## src/hdl/char_lcd_nibble_bus_sequencer_core_macros.svh

```systemverilog
// ----------------------------------------------------------------------------
// Assertion macros for the character LCD nibble bus sequencer
// Both macros sample on clk and are disabled while rst is high.
// ----------------------------------------------------------------------------
`ifndef CHAR_LCD_NIBBLE_BUS_SEQUENCER_CORE_MACROS_SVH
`define CHAR_LCD_NIBBLE_BUS_SEQUENCER_CORE_MACROS_SVH

// Same-cycle implication
`define LCDSEQ_ASSERT_IMP(lbl, ante, cons, msg) \
  lbl: assert property (@(posedge clk) disable iff (rst) (ante) |-> (cons)) else $error(msg);

// Next-cycle implication
`define LCDSEQ_ASSERT_NXT(lbl, ante, cons, msg) \
  lbl: assert property (@(posedge clk) disable iff (rst) (ante) |=> (cons)) else $error(msg);

`endif

```

## src/hdl/lcdseq_pkg.sv

```systemverilog
// ----------------------------------------------------------------------------
// lcdseq_pkg
// Types, timing constants and the initialisation script of the LCD sequencer.
// ----------------------------------------------------------------------------
package lcdseq_pkg;

  localparam int HOLD_W   = 14;
  localparam int HOLD_MAX = 16383;
  typedef logic [HOLD_W-1:0] hold_t;

  // Initialisation group index (power-up wait, three reset nibbles, mode
  // nibble, function set, display on, clear, entry mode)
  localparam int GRP_W = 4;
  typedef logic [GRP_W-1:0] grp_t;

  localparam grp_t GRP_POWER      = 4'd0;
  localparam grp_t GRP_RESET_1    = 4'd1;
  localparam grp_t GRP_RESET_2    = 4'd2;
  localparam grp_t GRP_RESET_LAST = 4'd3;
  localparam grp_t GRP_MODE       = 4'd4;
  localparam grp_t GRP_FSET       = 4'd5;
  localparam grp_t GRP_DISP       = 4'd6;
  localparam grp_t GRP_CLR        = 4'd7;
  localparam grp_t GRP_ENTRY      = 4'd8;

  typedef enum logic [1:0] {
    OP_INIT       = 2'd0,
    OP_WR_INSTR   = 2'd1,
    OP_WR_DATA    = 2'd2,
    OP_SET_CURSOR = 2'd3
  } opcode_t;

  localparam logic [1:0] ROW_TOP    = 2'd1;
  localparam logic [1:0] ROW_BOTTOM = 2'd2;

  // Timing (us)
  localparam hold_t SETUP_US      = 14'd2;
  localparam hold_t PULSE_US      = 14'd2;
  localparam hold_t RESET_WAIT_US = 14'd5000;
  localparam hold_t MODE_WAIT_US  = 14'd40;
  localparam hold_t CLEAR_WAIT_US = 14'd2000;
  localparam hold_t RELEASE_US    = 14'd0;

  // Instruction bytes; single-nibble groups carry their nibble in the low half
  localparam logic [7:0] RESET_NIB   = 8'h03;
  localparam logic [7:0] MODE_NIB    = 8'h02;
  localparam logic [7:0] FS_TWO_LINE = 8'h28;
  localparam logic [7:0] FS_ONE_LINE = 8'h20;
  localparam logic [7:0] DISP_ON     = 8'h0F;
  localparam logic [7:0] CLEAR_DISP  = 8'h01;
  localparam logic [7:0] ENTRY_MODE  = 8'h06;
  localparam logic [7:0] ROW1_BASE   = 8'h80;
  localparam logic [7:0] ROW2_BASE   = 8'hC0;

  typedef enum logic [2:0] {
    PK_HI_SETUP,
    PK_HI_PULSE,
    PK_LO_SETUP,
    PK_LO_PULSE,
    PK_WAIT,
    PK_RELEASE
  } pin_kind_t;

  typedef enum logic [2:0] {
    ST_IDLE,
    ST_HI_SETUP,
    ST_HI_PULSE,
    ST_LO_SETUP,
    ST_LO_PULSE,
    ST_WAIT,
    ST_RELEASE
  } ctrl_state_t;

  // Controller to datapath
  typedef struct packed {
    logic      ready;
    logic      load;
    logic      next_grp;
    logic      emit;
    pin_kind_t kind;
  } ctrl_cmd_t;

  // Datapath to controller
  typedef struct packed {
    logic in_valid;
    logic in_init;
    logic in_drop;
    logic out_free;
    logic grp_last;
    logic next_single;
  } dp_status_t;

  // Byte sent by an initialisation group
  function automatic logic [7:0] init_byte(grp_t g, logic two_line);
    logic [7:0] b;
    unique case (g)
      GRP_RESET_1, GRP_RESET_2, GRP_RESET_LAST: b = RESET_NIB;
      GRP_MODE:  b = MODE_NIB;
      GRP_FSET:  b = two_line ? FS_TWO_LINE : FS_ONE_LINE;
      GRP_DISP:  b = DISP_ON;
      GRP_CLR:   b = CLEAR_DISP;
      GRP_ENTRY: b = ENTRY_MODE;
      default:   b = 8'h00;
    endcase
    return b;
  endfunction

endpackage

```

## src/hdl/lcdseq_ctrl.sv

```systemverilog
// ----------------------------------------------------------------------------
// lcdseq_ctrl
// Controller: walks setup/pulse/wait steps for each byte or nibble and the
// final bus release, one word per cycle while the output register is free.
// ----------------------------------------------------------------------------
module lcdseq_ctrl import lcdseq_pkg::*; (
  input  logic       clk,
  input  logic       rst,
  input  dp_status_t st,
  output ctrl_cmd_t  ctl
);

  ctrl_state_t state;
  ctrl_state_t state_next;

  // State register
  always_ff @(posedge clk) begin
    if (rst) begin
      state <= ST_IDLE;
    end else begin
      state <= state_next;
    end
  end

  // Next state
  always_comb begin
    state_next = state;
    unique case (state)
      ST_IDLE: begin
        if (st.in_valid && !st.in_drop) begin
          state_next = st.in_init ? ST_WAIT : ST_HI_SETUP;
        end
      end
      ST_HI_SETUP: if (st.out_free) state_next = ST_HI_PULSE;
      ST_HI_PULSE: if (st.out_free) state_next = ST_LO_SETUP;
      ST_LO_SETUP: if (st.out_free) state_next = ST_LO_PULSE;
      ST_LO_PULSE: if (st.out_free) state_next = ST_WAIT;
      ST_WAIT: begin
        if (st.out_free) begin
          priority if (st.grp_last) begin
            state_next = ST_RELEASE;
          end else if (st.next_single) begin
            state_next = ST_LO_SETUP;
          end else begin
            state_next = ST_HI_SETUP;
          end
        end
      end
      ST_RELEASE:  if (st.out_free) state_next = ST_IDLE;
      default:     state_next = ST_IDLE;
    endcase
  end

  // Outputs
  always_comb begin
    ctl.ready    = 1'b0;
    ctl.load     = 1'b0;
    ctl.next_grp = 1'b0;
    ctl.emit     = 1'b0;
    ctl.kind     = PK_RELEASE;
    unique case (state)
      ST_IDLE: begin
        ctl.ready = 1'b1;
        ctl.load  = st.in_valid && !st.in_drop;
      end
      ST_HI_SETUP: begin
        ctl.emit = st.out_free;
        ctl.kind = PK_HI_SETUP;
      end
      ST_HI_PULSE: begin
        ctl.emit = st.out_free;
        ctl.kind = PK_HI_PULSE;
      end
      ST_LO_SETUP: begin
        ctl.emit = st.out_free;
        ctl.kind = PK_LO_SETUP;
      end
      ST_LO_PULSE: begin
        ctl.emit = st.out_free;
        ctl.kind = PK_LO_PULSE;
      end
      ST_WAIT: begin
        ctl.emit     = st.out_free;
        ctl.kind     = PK_WAIT;
        ctl.next_grp = st.out_free && !st.grp_last;
      end
      ST_RELEASE: begin
        ctl.emit = st.out_free;
        ctl.kind = PK_RELEASE;
      end
      default: begin
        ctl.emit = 1'b0;
      end
    endcase
  end

endmodule

```

## config.mk

```make
export PLATFORM = sky130hd
export DESIGN_NAME = lcdseq_ctrl
export DESIGN_NICKNAME = d
export VERILOG_FILES = /design/src/hdl/char_lcd_nibble_bus_sequencer_core_macros.svh /design/src/hdl/lcdseq_pkg.sv /design/src/hdl/lcdseq_ctrl.sv
export SDC_FILE = /design/constraint.sdc
export NUM_CORES = 1
export LEC_CHECK = 0
export ABC_AREA = 1
export BUFFER_PORTS_ARGS = -buffer_cell sky130_fd_sc_hd__buf_2
export CELL_PAD_IN_SITES_DETAIL_PLACEMENT = 1
export CELL_PAD_IN_SITES_GLOBAL_PLACEMENT = 1
export CORE_AREA = 4 4 41 43
export DETAILED_ROUTE_END_ITERATION = 16
export DIE_AREA = 0 0 45 47
export PLACE_DENSITY_LB_ADDON = 0.1
export SLEW_MARGIN = 20
export SYNTH_ARGS = -nofsm -noshare
export SYNTH_HDL_FRONTEND = slang
export SYNTH_SLANG_ARGS = --single-unit
```

## constraint.sdc

```tcl
create_clock -name clk -period 1.1 [get_ports clk]
set_input_delay 0.055 -clock clk [delete_from_list [all_inputs] [get_ports clk]]
set_output_delay 0.055 -clock clk [all_outputs]
set_load 0.01 [all_outputs]
```

==> out/metrics.yaml <==
antenna_found_initial: 0
ios: 15
diodes: 0
dieArea_um2: 2120
synthMuxAreaShare_pct: 0
placed_cell_area_um2: 513
clockRootBuffer: "clkbuf_4"
dr_wl_met2_um: 669
clock_path_buffers: 2
worst_slack_ps: -124
leakage_nw: 0.355
critical_path_buf_inv_count: 2
power_mw: 1.77
synth-async-reset-ratio_pct: 0
gp_congestion: 0.743
path_depth: 5
cp_slowest_cell: "dfxtp_4"
wl_mm: 1.25
synthTopCellsByCount: "nand2_1 (17), nor2_1 (11), inv_1 (9)"
grt_max_degree: 9
dr_total_vias: 462
power_density_nw_per_um2: 2840
synthTopCellsByArea: "nand2_1 (19%), dfxtp_1 (18%), nor2_1 (12%), inv_1 (9.9%), nand3_1 (8.8%)"
vias_per_cell: 4.40
synth_area_um2: 343
fin_crit_ps: 1220
grt_use_total_pct: 13.6
finalSetupViolCount: 9
crit_required_ps: 1040
remaining_drc_errors: 0
violations: "setup timing"
crit_arrival_ps: 1170
synth_nets: 68
start_util_pct: 26.3
slowest_delay_ps: 360
first_pass_iters: 1
yosys.area_share.xor_xnor_pct: 0
ir_worst_vdd_uv: 1160
final_area_um2: 624
cts.sinks: 3
grt_pass1_vias: 470
netlist_instances: 60
status: "finished with violations"
largest_reg_flops: 3
cts_hold_buf: 0
yosys.area_share.simple_pct: 60.9
clock_skew_ps: 4.39
cp-start-kind: "register"
syn-mean-instance-area_um2: 5.71
route.met3.wl_um: 59
min-delay-path-class: "in2reg"
synth_top_area_share_pct: 18.6
final_nets: 99
overflow: 0
reg.largest.list: "state (3)"
core_area_um2: 1300
fmaxAchievable_mhz: 817
final-max-slew-violation-count: 0
cap_violations: 0
cts_made_buffers: 3
clk_latency_ps: 240
grt_pass1_wl_mm: 1.99
ff_latch_area_um2: 71.3
path_class: "reg2out"
top_register: "state"
fp-row-count: 13
critPathCaptureType: "primary output"
synthAdderAreaFrac_pct: 0
die_y_um: 47
synth_cell_types: 17
reg2reg_depth: 7
dieWidth_um: 45
dp_hpwl_um: 899
wl_met1_um: 508
n_fill_cell: 187
fin_tns_setup_ps: -779
multi_input_area_um2: 288
crit_fanout: 4
yosys.cell_count.top_type: "nand2_1"
rsz0062_at_grt: "yes"
synth_warnings: 0
numPortBuffers: 14
syn_to_final_growth_pct: 82.1
place_ws_ps: -23.9
tritoncts: "yes"
fin_crit_sh_pct: 111
synth-compound-area-share_pct: 5.11
slew_headroom_pct: 86.2
holdWs_ps: 72.9
drtIter0Drc: 0
drive_gt1_share_pct: 60.0
synth_flop_cell: "dfxtp_1"
finalHoldViolations: 0
synth_top_family_by_area: "simple AND/OR/NAND/NOR gates"
yosysSeqAreaShare_pct: 17.5
holdPathStages: 4
yosysTopAreaCell: "nand2_1"
wl_per_cell_um: 11.9
htree_levels: 1
ant_nets: 0
tightest_slew_ps: 207
cts.clk_slew.worst_paths_ps: 40
routed.top_layer: "met4"
yosys_register_bits: 3
worst_path_dominant_cell_family: "flip-flops"
synth_edf_count: 0
crit_chain: "buf_4 -> nand3_1 -> nand2_1 -> nor2_1 -> buf_2"
per-layer routing:
layer  vias to the layer above  global-route usage, %
met5                         -                      0
met4                         0                   8.77
met3                         2                   3.45
met2                        14                   22.9
met1                       199                   15.2
li1                        247                      -
final timing paths:
check	endpoint	from	slack, ps
min	state[0]	rst	70
min reg2reg	state[2]	state[1]	770
max	ctl[3]	state[2]	-120
max reg2reg	state[2]	state[0]	-90
through the flow:
step / instances / utilization [%]
global placement: 97 / 39.4
CTS: 106 / 46.0
finish: 105 / 48.0
detailed placement: 97 / 39.4
floorplan: 60 / -
global route: 105 / 48.0
cell usage in the layout, fill, tap and decap left out, drive strengths merged:
| cell | synthesis | routed |
|---|---|---|
| o21ai | 2 | 2 |
| buf | 2 | 28 |
| nand2 | 19 | 19 |
| nor2 | 13 | 13 |
| o211ai | 1 | 1 |
| inv | 10 | 10 |
| clkbuf | 0 | 4 |
| nand3 | 7 | 7 |
| nand4 | 2 | 2 |
| dfxtp | 3 | 3 |
| nand3b | 1 | 1 |
power by group:
group          switching, mW  internal [mW]  leakage, nW  total [mW]
Clock                 0.0649          0.136       0.0150       0.201
Sequential             0.136          0.179       0.0267       0.315
Combinational          0.648          0.609        0.314        1.26
Total                  0.850          0.924        0.355        1.77
repair_timing:
| action | in CTS | in global routing |
|---|---|---|
| hold endpoints to repair | 0 | 0 |
| buffers inserted | 6 | 0 |
| pin swaps | 4 | 8 |
| setup endpoints to repair | 10 | 10 |
| gates cloned | 0 | 0 |
| resized for setup | 13 | 16 |
worst min-delay path: cells and delay by family:
kind / cells / cell delay [ps]
buffers and inverters: 2 / 120
and+or+nand+nor: 2 / 90
logic make-up (layout without fill, tap and decap cells):
| family | count (synthesis) | in the layout |
|---|---|---|
| simple gates | 42 | 42 |
| flops | 3 | 3 |
| compound gates | 3 | 3 |
| buf+inv | 12 | 42 |
area by class of cell:
type	instances	area share, %
clock buffer	4	4.21
inverter	10	6.01
multi-input combinational	45	46.1
sequential	3	11.4
tap	15	3.01
timing repair buffer	28	29.3
(Power assumes the default switching activity.)
